### src/hdl/cgp_pkg.sv
// Shared types and constants for the cosine grating pixel generator.
package cgp_pkg;

   // register map, indexed by paddr[3:2]
   localparam logic [1:0] REG_SIZE   = 2'd0;
   localparam logic [1:0] REG_FREQ   = 2'd1;
   localparam logic [1:0] REG_ORIENT = 2'd2;

   localparam int DEF_MAX_SIZE = 1024;
   localparam int SIZE_W       = 11;
   localparam int FREQ_W       = 9;
   localparam int COORD_W      = 10;
   localparam int PROD_W       = FREQ_W + COORD_W;
   localparam int FRAC_W       = 16;
   localparam int PIXEL_W      = 8;

   // Horner accumulator width (signed Q30 plus headroom)
   localparam int ACC_W = 34;
   localparam logic signed [ACC_W-1:0] Q30_ONE = 34'sd1073741824;
   localparam logic signed [ACC_W-1:0] COS_C1  = 34'sd1324675879;
   localparam logic signed [ACC_W-1:0] COS_C2  = 34'sd272375560;
   localparam logic signed [ACC_W-1:0] COS_C3  = 34'sd22401992;
   localparam logic signed [ACC_W-1:0] COS_C4  = 34'sd987048;

   localparam logic [SIZE_W-1:0] SIZE_RESET = 11'd256;
   localparam logic [FREQ_W-1:0] FREQ_RESET = 9'd1;

   typedef struct packed {
      logic [SIZE_W-1:0] image_size;
      logic [FREQ_W-1:0] frequency;
      logic              orientation;
   } csr_type;

endpackage

### src/hdl/cgp_csr.sv
// APB register file holding image size, frequency and orientation.
module cgp_csr (
   input  logic             clock,
   input  logic             reset,
   input  logic             csr_psel,
   input  logic             csr_penable,
   input  logic             csr_pwrite,
   input  logic [3:0]       csr_paddr,
   input  logic [31:0]      csr_pwdata,
   output logic [31:0]      csr_prdata,
   output logic             csr_pready,
   output cgp_pkg::csr_type cfg
);
   import cgp_pkg::*;

   logic [SIZE_W-1:0] size_ff;
   logic [FREQ_W-1:0] freq_ff;
   logic              orient_ff;
   logic              wr_en;

   assign csr_pready = 1'b1;
   assign wr_en = csr_psel & csr_penable & csr_pwrite;

   // register writes
   always_ff @(posedge clock) begin
      if (reset) begin
         size_ff   <= SIZE_RESET;
         freq_ff   <= FREQ_RESET;
         orient_ff <= 1'b0;
      end else if (wr_en) begin
         unique case (csr_paddr[3:2])
            REG_SIZE:   size_ff   <= csr_pwdata[SIZE_W-1:0];
            REG_FREQ:   freq_ff   <= csr_pwdata[FREQ_W-1:0];
            REG_ORIENT: orient_ff <= csr_pwdata[0];
            default: ;
         endcase
      end
   end

   // read mux
   always_comb begin
      unique case (csr_paddr[3:2])
         REG_SIZE:   csr_prdata = {{(32-SIZE_W){1'b0}}, size_ff};
         REG_FREQ:   csr_prdata = {{(32-FREQ_W){1'b0}}, freq_ff};
         REG_ORIENT: csr_prdata = {31'd0, orient_ff};
         default:    csr_prdata = 32'd0;
      endcase
   end

   assign cfg.image_size  = size_ff;
   assign cfg.frequency   = freq_ff;
   assign cfg.orientation = orient_ff;

endmodule

### config.mk
export PLATFORM = sky130hd
export DESIGN_NAME = cgp_csr
export DESIGN_NICKNAME = d
export VERILOG_FILES = /design/src/hdl/cgp_pkg.sv /design/src/hdl/cgp_csr.sv
export SDC_FILE = /design/constraint.sdc
export NUM_CORES = 1
export LEC_CHECK = 0
export ABC_AREA = 0
export BUFFER_PORTS_ARGS = -buffer_cell sky130_fd_sc_hd__buf_2
export CORE_ASPECT_RATIO = 1.5
export CORE_UTILIZATION = 39
export DETAILED_ROUTE_END_ITERATION = 12
export GPL_TIMING_DRIVEN = 0
export PLACE_DENSITY = 0.91
export SLEW_MARGIN = 40
export SYNTH_ARGS = -nofsm -noshare
export SYNTH_HDL_FRONTEND = slang
export SYNTH_SLANG_ARGS = --single-unit
### constraint.sdc
create_clock -name clock -period 1.5 [get_ports clock]
set_clock_uncertainty 0.2 [all_clocks]
set_input_delay 0.15 -clock clock [delete_from_list [all_inputs] [get_ports clock]]
set_output_delay 0.15 -clock clock [all_outputs]
set_load 0.005 [all_outputs]
==> impl_metrics.env <==
export IMPL_cpPeakStageDelay_ps=320
export IMPL_path_depth=5
export IMPL_dp_cells=244
export IMPL_final_cells=259
export IMPL_leakagePower_nw=0.940
export IMPL_min_period_ps=1370
export IMPL_startpoint_type="primary input"
export IMPL_synth_commonest_cells="mux2i_1 (30), nand2b_1 (30), buf_4 (24)"
export IMPL_worstPathCellList="buf_2, buf_2, mux2i_1, nor2_1, buf_2"
export IMPL_drc=0
export IMPL_antenna_found_initial=0
export IMPL_hp_class="primary input to flip-flop"
export IMPL_yosysTopAreaCell="dfxtp_1"
export IMPL_fmax_mhz=728
export IMPL_drtIter0Drc=12
export IMPL_cp_end_kind="output port"
export IMPL_setup_tns_ps=0
export IMPL_grt_use_total=0.180
export IMPL_post_place_ws_ps=20.1
export IMPL_synth_seq_area_share=0.339
export IMPL_cts_resized=0
export IMPL_r2r_start="freq_ff[2]$_SDFFE_PP0P_"
export IMPL_status="finished clean"
export IMPL_power_density_nw_per_um2=642
export IMPL_overflow=0
export IMPL_wirelength_mm=2.91
export IMPL_numCtsBuffers=3
export IMPL_die_y_microns=71.0
export IMPL_crit_required_ps=1150
export IMPL_post_route_period_util=0.915
export IMPL_die_area_sq_um=3410
export IMPL_yosys_most_used_dff="dfxtp_1"
export IMPL_yosysUniqueCellTypes=18
export IMPL_cp_endpoint="csr_prdata[5]"
export IMPL_h_tree_depth=1
export IMPL_grt_max_degree=13
export IMPL_synthArstFlopShare=0
export IMPL_cp_buffers_inverters=3
export IMPL_criticalPathCategory="primary input to output port"
export IMPL_r2r_setup_slack_ps=640
export IMPL_worst_path_max_fanout=10
export IMPL_dr_pass1_iters=4
export IMPL_insertion_delay_ps=260
export IMPL_arrival_ps=1020
export IMPL_nNetsFinal=262
export IMPL_place_congestion=0.665
export IMPL_num_vias=1093
export IMPL_r2r_cells=2
export IMPL_critPathTopFamily="buffers and inverters"
export IMPL_avgSynthCellArea_sq_um=9.11
export IMPL_cts_tree="yes"
export IMPL_peakVddDrop_v=0.000399
export IMPL_finalSetupViolCount=0
export IMPL_netlist_instances=136
export IMPL_ios=95
export IMPL_ys_warnings_count=0
export IMPL_grt_pass1_vias=1018
export IMPL_synth_top_area_share=0.339
export IMPL_io_buffers=49
export IMPL_fp_row_count=24
export IMPL_max_cap_viol_count=0
export IMPL_drt_vias_per_instance=4.22
export IMPL_antennaDiodeCount=0
export IMPL_start_util=0.417
export IMPL_timing_rr_end="freq_ff[2]$_SDFFE_PP0P_"
export IMPL_synth_edf_count=0
export IMPL_multi_input_area_sq_um=682
export IMPL_ys_top_cells_by_area="dfxtp_1 (34%), mux2i_1 (24%), nand2b_1 (15%)"
export IMPL_wl_per_cell_microns=11.2
export IMPL_rsz0062_at_grt="false"
export IMPL_final_max_slew_viol_count=0
export IMPL_drive_gt1_frac=0.364
export IMPL_grt_pass1_wl_mm=4.37
export IMPL_cts_root_buf="clkbuf_8"
export IMPL_clock_sinks=21
export IMPL_cpMostUsedCell="buf_2"
export IMPL_hold_viol=0
export IMPL_ant_nets=0
export IMPL_n_fill_cell=284
export IMPL_worst_path_max_delay_cell="buf_2"
export IMPL_worst_slack_ps=127
export IMPL_syn_area_sq_um=1240
export IMPL_max_clock_path_buffers=2
export IMPL_die_w_microns=48.0
export IMPL_ys_seq_elements=21
export IMPL_dp_hpwl_mm=2.04
export IMPL_startpoint="csr_paddr[2]"
export IMPL_regArea_sq_um=420
export IMPL_area_delta_synth_final_pct=42.9
export IMPL_clkTransAtPathRegs_ps=80
export IMPL_coreArea_sq_um=2970
-- layout make-up --
| cell class | count | share of cell area |
|---|---|---|
| well taps | 39 | 0.0276 |
| multi-input cells | 105 | 0.385 |
| clock buffers | 3 | 0.0233 |
| flip-flops and latches | 21 | 0.237 |
| clock inverters | 1 | 0.00283 |
| repair buffers | 61 | 0.206 |
| plain buffers | 29 | 0.117 |
-- worst min path at each step --
stage / startpoint / endpoint / slack [ps] / cells past startpoint
2_1_floorplan: csr_pwdata[8] / freq_ff[8]$_SDFFE_PP0P_ / 110 / 2
4_1_cts: csr_psel / orient_ff$_SDFFE_PP0P_ / 10 / 3
3_5_place_dp: csr_pwdata[9] / size_ff[9]$_SDFFE_PP0P_ / 220 / 3
6_report: csr_psel / orient_ff$_SDFFE_PP0P_ / 20 / 3
3_3_place_gp: csr_pwdata[9] / size_ff[9]$_SDFFE_PP0P_ / 220 / 3
5_1_grt: csr_psel / orient_ff$_SDFFE_PP0P_ / 30 / 3
-- what timing repair did --
item / 4_1_cts / 5_1_grt
setup buffers: 0 / 0
setup endpoints to repair: 0 / 2
hold buffers: 12 / 0
endpoints found under the hold margin: 20 / 0
-- cells by family (layout without fill, tap and decap cells) --
kind of cell,after synthesis,count (layout),share of synthesized area
other cells,2,22,0.00606
mux,30,30,0.242
buf+inv,30,94,0.171
flops,21,21,0.339
compound gates,1,1,0.00404
simple gates,52,52,0.237
-- routing by layer --
| layer | share of wire | vias to the layer above | global-route usage | wire length (microns) |
|---|---|---|---|---|
| li1 | - | 561 | - | - |
| met1 | 0.39 | 483 | 0.171 | 1150 |
| met2 | 0.55 | 47 | 0.356 | 1590 |
| met3 | 0.053 | 2 | 0.0230 | 153 |
| met4 | 0.0072 | 0 | 0.0556 | 21 |
| met5 | 0 | - | 0 | 0 |
-- cell usage in the layout (no fill, tap or decap), drive strengths merged --
cell / synthesis / routed
nor2: 13 / 13
clkbuf: 4 / 6
and2: 2 / 2
buf: 26 / 75
dlygate4sd3: 0 / 12
conb: 2 / 22
nor2b: 1 / 1
nand3: 1 / 1
nand2b: 30 / 30
nor3b: 1 / 1
o21ai: 1 / 1
clkinv: 0 / 1
nor3: 1 / 1
nand4: 1 / 1
or3: 1 / 1
mux2i: 30 / 30
dfxtp: 21 / 21
nand2: 1 / 1
-- metrics by stage --
step	hold slack (ps)	power, mW	area [sq um]	utilization
after global placement	217	0.755	1610	0.541
final	17.1	1.14	1770	0.596
after CTS	12.3	1.15	1770	0.597
after detailed placement	225	0.757	1610	0.541
after global routing	27.7	1.21	1770	0.596
after floorplan	105	0.702	1310	-
-- sequential cells by signal, summed over array words and instances, names as in the netlist --
| name | cells |
|---|---|
| size_ff | 11 |
| freq_ff | 9 |
| orient_ff | 1 |
-- worst reg2reg max path, cell delays in order (launching register included) --
cell      delay [ps]
dfxtp_1          360
nand2b_1          80
mux2i_1          150
-- power breakdown --
part	internal, mW	switching [mW]	leakage, nW
registers	0.564	0.00530	0.170
logic	0.116	0.0831	0.744
clock network	0.185	0.183	0.0255
Power figures use the tool's default switching activity.
