[src/hdl/cgp_div.sv]
// Pipelined restoring divider, one quotient bit per stage.
module cgp_div #(
   parameter int DW = 19,
   parameter int NW = 11
) (
   input  logic          clock,
   input  logic          reset,
   input  logic          in_valid,
   output logic          in_ready,
   input  logic [DW-1:0] in_dividend,
   input  logic [NW-1:0] divisor,
   output logic          out_valid,
   input  logic          out_ready,
   output logic [DW-1:0] out_quot,
   output logic [NW-1:0] out_rem
);
   logic          v_ff [DW];
   logic [NW-1:0] r_ff [DW];
   logic [DW-1:0] q_ff [DW];
   logic [DW-1:0] d_ff [DW];
   logic          adv  [DW+1];

   assign adv[DW]   = out_ready;
   assign in_ready  = adv[0];
   assign out_valid = v_ff[DW-1];
   assign out_quot  = q_ff[DW-1];
   assign out_rem   = r_ff[DW-1];

   for (genvar s = 0; s < DW; s++) begin : g_stage
      logic          pv;
      logic [NW-1:0] pr;
      logic [DW-1:0] pq, pd;
      logic [NW:0]   t;
      logic          ge;
      logic [NW-1:0] r_in;
      logic [DW-1:0] q_in, d_in;

      if (s == 0) begin : g_first
         assign pv = in_valid;
         assign pr = '0;
         assign pq = '0;
         assign pd = in_dividend;
      end else begin : g_next
         assign pv = v_ff[s-1];
         assign pr = r_ff[s-1];
         assign pq = q_ff[s-1];
         assign pd = d_ff[s-1];
      end

      // stage stalls only when holding an item the next stage cannot take
      assign adv[s] = !v_ff[s] || adv[s+1];

      // shift in next dividend bit, subtract divisor when it fits
      assign t    = {pr, pd[DW-1]};
      assign ge   = t >= {1'b0, divisor};
      assign r_in = ge ? NW'(t - {1'b0, divisor}) : t[NW-1:0];
      assign q_in = DW'({pq, ge});
      assign d_in = DW'({pd, 1'b0});

      always_ff @(posedge clock) begin
         if (reset) begin
            v_ff[s] <= 1'b0;
         end else if (adv[s]) begin
            v_ff[s] <= pv;
         end
      end

      always_ff @(posedge clock) begin
         if (adv[s]) begin
            r_ff[s] <= r_in;
            q_ff[s] <= q_in;
            d_ff[s] <= d_in;
         end
      end
   end

endmodule

[config.mk]
export PLATFORM = sky130hd
export DESIGN_NAME = cgp_div
export DESIGN_NICKNAME = d
export VERILOG_FILES = /design/src/hdl/cgp_div.sv
export SDC_FILE = /design/constraint.sdc
export NUM_CORES = 1
export LEC_CHECK = 0
export ABC_AREA = 1
export BUFFER_PORTS_ARGS = -buffer_cell sky130_fd_sc_hd__buf_2
export CAP_MARGIN = 10
export CORE_AREA = 2 2 285 287
export CTS_CLUSTER_DIAMETER = 50
export CTS_CLUSTER_SIZE = 10
export DETAILED_ROUTE_END_ITERATION = 7
export DIE_AREA = 0 0 287 289
export PLACE_DENSITY = 0.48
export SLEW_MARGIN = 15
export SYNTH_ARGS = -nofsm -noshare
export SYNTH_HDL_FRONTEND = slang
export SYNTH_SLANG_ARGS = --single-unit
[constraint.sdc]
create_clock -name clock -period 7.4 [get_ports clock]
set_input_delay 1.11 -clock clock [delete_from_list [all_inputs] [get_ports clock]]
set_output_delay 1.11 -clock clock [all_outputs]
set_load 0.005 [all_outputs]
==> impl_metrics.json, run 1 <==
{
  "cts_tree": "done",
  "routed_via_density": 4.89,
  "post_cts_buffers": 0,
  "yosysTopAreaCellShare": 0.619,
  "hold_viol": 0,
  "crit_required_ns": 6.29,
  "status": "finished clean",
  "synth_cells": 2424,
  "finalClockSkew_ns": 0.0260,
  "drive_gt1_frac": 0.0989,
  "antenna_found_initial": 0,
  "clkTransAtPathRegs_ns": 0.05,
  "synth_fp_nets": 2676,
  "async_reset_ff_frac": 0,
  "area_growth_pct": 15.3,
  "avgSynthCellArea_um2": 11.8,
  "grt.met2_usage": 0.266,
  "slew_headroom": 0.320,
  "cts_max_path_buffers": 3,
  "die_h_um": 289,
  "drv_slew": 0,
  "cts_made_buffers": 85,
  "p_leak_nw": 13.5,
  "grt_pass1_wl_mm": 99.7,
  "ys_types": 35,
  "fin_crit_ns": 5.93,
  "synth-seq-cells": 589,
  "syn_area_um2": 28600,
  "coreArea_um2": 79900,
  "drc": 0,
  "cts_num_sinks": 589,
  "synthTopCellsByArea": "edfxtp_1 (62%), ha_1 (8.8%), a21oi_1 (5.9%)",
  "place_congestion": 0.883,
  "r2r_start": "v_ff[16]$_SDFFCE_PN0P_",
  "first_iter_violations": 967,
  "boundaryPins": 66,
  "ys_seq_area_frac": 0.619,
  "grt_setup_unrepaired": "no",
  "peakVddDrop_uv": 173,
  "routed_wl_mm": 62.4,
  "cap_violations": 0,
  "worstSetupEndpoint": "in_ready",
  "path_class": "in -> out",
  "fin_setup_tns_ns": 0,
  "grt_pass1_vias": 18300,
  "post-synth-top-count-cell": "edfxtp_1",
  "hold_buffers": 0,
  "io_buffers": 65,
  "p_per_area_nw_per_um2": 394,
  "cts_resized": 0,
  "yosysTopAreaCell": "edfxtp_1",
  "overflow": 0,
  "detail-route-antenna-nets": 0,
  "num-fill-cells": 7517,
  "worst_pin_slew_ns": 1.02,
  "dieArea_um2": 82900,
  "cp.arrival_ns": 4.82,
  "yosys-top-cells-count": "edfxtp_1 (589), a21oi_1 (336), nor2_1 (300)",
  "busiest_layer": "met2",
  "ctsRootBufferMaster": "clkbuf_16",
  "r2r_end": "v_ff[1]$_DFFE_PP_",
  "grt_usage": 0.154,
  "r2r_slack_ns": 2.75,
  "endpoint_kind": "primary output",
  "setup_violations": 0,
  "grt_max_degree": 34,
  "cp-start-kind": "input pin",
  "fin_crit_sh": 0.802,
  "post-dp-hpwl_mm": 43.2,
  "hold_ws_ns": 0.396,
  "use_met1": 0.197,
  "nets": 2824,
  "worst_hold_path_type": "reg -> reg",
  "h-tree-depth": 3,
  "yosysWarnings": 0,
  "drt_pass1_iterations": 5,
  "fmax_mhz": 169,
  "clock_latency_ns": 0.61,
  "synth-edff-count": 589,
  "rows": 104,
  "gr-usage-met3": 0.0272,
  "die_w_um": 287,
  "post_drt_wl_per_cell_um": 17.0,
  "ys.flop_type": "edfxtp_1",
  "start_util": 0.358,
  "n_antenna_cell": 0,
  "reg2reg_depth": 13,
  "dr_total_vias": 18000,
  "cp_max_fo": 33,
  "cp-startpoint": "out_ready"
}
==> critical path, stage by stage <==
cell and delay, ns:
buf_2 0.09, inv_1 0.09, nand4_4 0.51, nor2_4 0.35
nand4_4 0.09, buf_4 0.28, nor2_4 0.19, nand4_4 0.54
nor2_4 0.37, nand4_4 0.09, buf_4 0.28, nor2_4 0.18
nand4_1 0.11, buf_4 0.29, buf_2 0.19
==> where the power goes <==
part	internal, mW	switching, mW	total, mW
Clock	2.25	1.43	3.69
Sequential	4.83	0.393	5.23
Combinational	1.62	2.46	4.08
==> final cells by class <==
| class | instances | area (um^2) | area share |
|---|---|---|---|
| Multi-Input combinational cell | 1557 | 9910 | 0.301 |
| Sequential cell | 589 | 17700 | 0.536 |
| Inverter | 239 | 897 | 0.0272 |
| Clock inverter | 37 | 370 | 0.0112 |
| Timing Repair Buffer | 100 | 588 | 0.0178 |
| Clock buffer | 96 | 2190 | 0.0664 |
| Tap cell | 1060 | 1330 | 0.0402 |
==> layer usage <==
| layer | part of all wire | wire (um) |
|---|---|---|
| met5 | 0 | 0 |
| met4 | 0.027 | 1660 |
| met2 | 0.48 | 30200 |
| met3 | 0.037 | 2340 |
| met1 | 0.45 | 28200 |
==> placed cells by master, fill, tap and decap left out, types with 8 or more instances in the layout <==
cell | Yosys | layout
edfxtp_1 | 589 | 589
a21oi_1 | 336 | 336
nor2_1 | 300 | 300
nand2_1 | 239 | 239
inv_1 | 235 | 228
ha_1 | 200 | 200
xor2_1 | 122 | 122
clkbuf_16 | 0 | 86
buf_2 | 35 | 65
nand3_1 | 64 | 63
o21ai_0 | 55 | 55
nor3_1 | 44 | 44
o21ai_1 | 35 | 35
buf_4 | 0 | 35
xnor2_1 | 28 | 28
nand4_1 | 21 | 21
a31oi_1 | 21 | 21
fa_1 | 18 | 18
o2111ai_1 | 15 | 15
o221ai_1 | 14 | 14
o311ai_2 | 0 | 13
clkbuf_1 | 4 | 10
inv_2 | 3 | 8
or2_2 | 8 | 8
clkinv_1 | 1 | 8
clkinvlp_4 | 0 | 8
==> worst min path at each step <==
stage               cells past startpoint                     end  slack (ns)              startpoint
floorplan                               0  d_ff[10][10]$_DFFE_PP_        0.40    d_ff[9][9]$_DFFE_PP_
global placement                        0    d_ff[3][5]$_DFFE_PP_        0.40    d_ff[2][4]$_DFFE_PP_
detailed placement                      0  d_ff[14][14]$_DFFE_PP_        0.40  d_ff[13][13]$_DFFE_PP_
CTS                                     0    q_ff[8][2]$_DFFE_PP_        0.40    q_ff[7][1]$_DFFE_PP_
global route                            0    q_ff[8][2]$_DFFE_PP_        0.41    q_ff[7][1]$_DFFE_PP_
finish                                  0    q_ff[8][2]$_DFFE_PP_        0.40    q_ff[7][1]$_DFFE_PP_
==> kinds of logic after synthesis <==
family | after synthesis | synth area share
compound gates | 499 | 0.0948
fa+ha+maj | 218 | 0.100
buf+inv | 278 | 0.0380
flops | 589 | 0.619
xor+xnor | 150 | 0.0460
simple gates | 690 | 0.102
==> state kept, by name, indices dropped and copies added, names as in the netlist <==
signal	cells
d_ff	171
q_ff	190
r_ff	209
v_ff	19
==> through the flow <==
step                      cell area, um^2  power (mW)  setup slack (ns)  utilization  instances
after floorplan                     28600        8.26              1.53            -       2424
after global placement              30400        9.34              1.40        0.381       3545
after detailed placement            30400        9.35              1.29        0.381       3545
after CTS                           33000        13.1              1.29        0.413       3678
after global routing                33000        14.0              1.05        0.413       3678
final                               33000        13.0              1.47        0.413       3678
(Power assumes the default switching activity.)
==> run 2, diff against run 1 <==
clock period = 5.64 ns   (was 7.4 ns; I/O delays follow)
==> run 2 against run 1 <==
Compared with the run above:
- setup slack lost 0.29 ns
- global-route usage rose by 0.37 points
- flip-flop and latch count is the same
- critical path depth is 3 lower
- critical path type is now reg -> out
- via count down 0.71%
- critical endpoint unchanged
- routed wire length increased by 3.7%
- total power grew 32%
==> impl_metrics.json, run 2 (synthesis gave the netlist of run 1 again) <==
{
  "die_w_um": 287,
  "hold_viol": 0,
  "cts_resized": 0,
  "status": "finished clean",
  "drv_slew": 0,
  "rows": 104,
  "endpoint_kind": "primary output",
  "ctsRootBufferMaster": "clkbuf_16",
  "regArea_um2": 17700,
  "finalClockSkew_ns": 0.0461,
  "p_leak_nw": 13.6,
  "fmax_mhz": 224,
  "crit_required_ns": 4.79,
  "grt_pass1_wl_mm": 101,
  "die_h_um": 289,
  "grt_usage": 0.158,
  "hold_buffers": 0,
  "layout_common_cells": "edfxtp_1 (589), a21oi_1 (336), nor2_1 (300), nand2_1 (239), inv_1 (233)",
  "cp_max_fo": 32,
  "post_cts_buffers": 0,
  "antenna_found_initial": 1,
  "overflow": 0,
  "hold_ws_ns": 0.376,
  "cap_violations": 0,
  "clkTransAtPathRegs_ns": 0.05,
  "regMostFlops": "r_ff",
  "slew_headroom": 0.351,
  "worst_pin_slew_ns": 0.973,
  "largest_reg_flops": 209,
  "final_common_cell": "edfxtp_1",
  "grt_max_degree": 33,
  "io_buffers": 65,
  "detail-route-antenna-nets": 0,
  "area_growth_pct": 15.6,
  "drive_gt1_frac": 0.0969,
  "cts_max_path_buffers": 3,
  "dieArea_um2": 82900,
  "fin_util": 0.414,
  "place_congestion": 0.852,
  "post-place-cells": 3552,
  "nets": 2828,
  "setup_violations": 0,
  "fin_setup_tns_ns": 0,
  "drt_pass1_iterations": 5,
  "path_class": "reg -> out",
  "boundaryPins": 66,
  "routed_wl_mm": 64.7,
  "fin_crit_ns": 4.46,
  "post-dp-hpwl_mm": 45.0,
  "cts_num_sinks": 589,
  "final_area_um2": 33000,
  "num-fill-cells": 7499,
  "grt_setup_unrepaired": "no",
  "drc": 0,
  "first_iter_violations": 1069,
  "finalNonFillerCells": 3682,
  "cts_made_buffers": 82,
  "post_drt_wl_per_cell_um": 17.6,
  "peakVddDrop_uv": 239,
  "coreArea_um2": 79900,
  "multi_input_area_um2": 9910,
  "cp-start-kind": "flip-flop",
  "reg_top3": "r_ff (209), q_ff (190), d_ff (171)",
  "dr_total_vias": 17800,
  "fin_crit_sh": 0.792,
  "clock_latency_ns": 0.64,
  "cp.arrival_ns": 3.62,
  "h-tree-depth": 3,
  "grt_pass1_vias": 18000,
  "routed_via_density": 4.85,
  "n_antenna_cell": 0,
  "cts_tree": "done",
  "start_util": 0.358,
  "p_per_area_nw_per_um2": 520,
  "worst_hold_path_type": "in -> reg",
  "post_dp_cell_area_um2": 30500
}
==> run 2: changes by cell type in the layout (fill, tap and decap cells not counted), sizes merged <==
cell	previous run	this run
buf	100	107
clkinvlp	8	4
clkinv	21	22
bufinv	4	5
clkbuf	96	95
==> run 2: power breakdown <==
| group | internal [mW] | leakage [nW] | switching, mW |
|---|---|---|---|
| logic | 2.13 | 5.94 | 3.30 |
| clock network | 2.91 | 1.23 | 1.90 |
| registers | 6.35 | 6.39 | 0.585 |
==> run 2: per-stage QoR <==
stage	worst slack, ns	power [mW]
after floorplan	0.293	10.8
after global placement	1.15	12.4
after detailed placement	1.10	12.4
after CTS	1.00	17.4
after global routing	0.745	18.4
final	1.18	17.2
==> run 2: routing by layer <==
metal / vias to the layer above / routed length, um / track usage
met3: 147 / 2380 / 0.0272
li1: 9006 / - / -
met1: 8355 / 28100 / 0.193
met5: - / 0 / 0
met4: 0 / 2530 / 0.0677
met2: 341 / 31700 / 0.275
==> run 2: path summary, 6_finish.rpt <==
kind / slack (ns) / depth (start not counted) / to / startpoint
min reg2reg: 0.39 / 0 / q_ff[15][2]$_DFFE_PP_ / q_ff[14][1]$_DFFE_PP_
max reg2reg: 1.95 / 12 / v_ff[1]$_DFFE_PP_ / v_ff[16]$_SDFFCE_PN0P_
min: 0.38 / 1 / d_ff[0][6]$_DFFE_PP_ / in_dividend[6]
max: 1.18 / 12 / in_ready / v_ff[16]$_SDFFCE_PN0P_
==> run 2: layout make-up <==
type,instances,area share
Clock buffer,95,0.0636
Inverter,239,0.0271
Clock inverter,35,0.0143
Multi-Input combinational cell,1557,0.300
Sequential cell,589,0.535
Timing Repair Buffer,107,0.0198
Tap cell,1060,0.0401
==> run 2: critical path: stages, from the launching register on <==
cell	delay, ns
edfxtp_1	0.42
nand4_4	0.51
nor2_4	0.34
nand4_4	0.14
nor2_4	0.17
nand4_4	0.11
nor2_4	0.17
nand4_4	0.08
buf_4	0.28
nor2_4	0.18
nand4_1	0.09
buf_4	0.27
buf_2	0.19
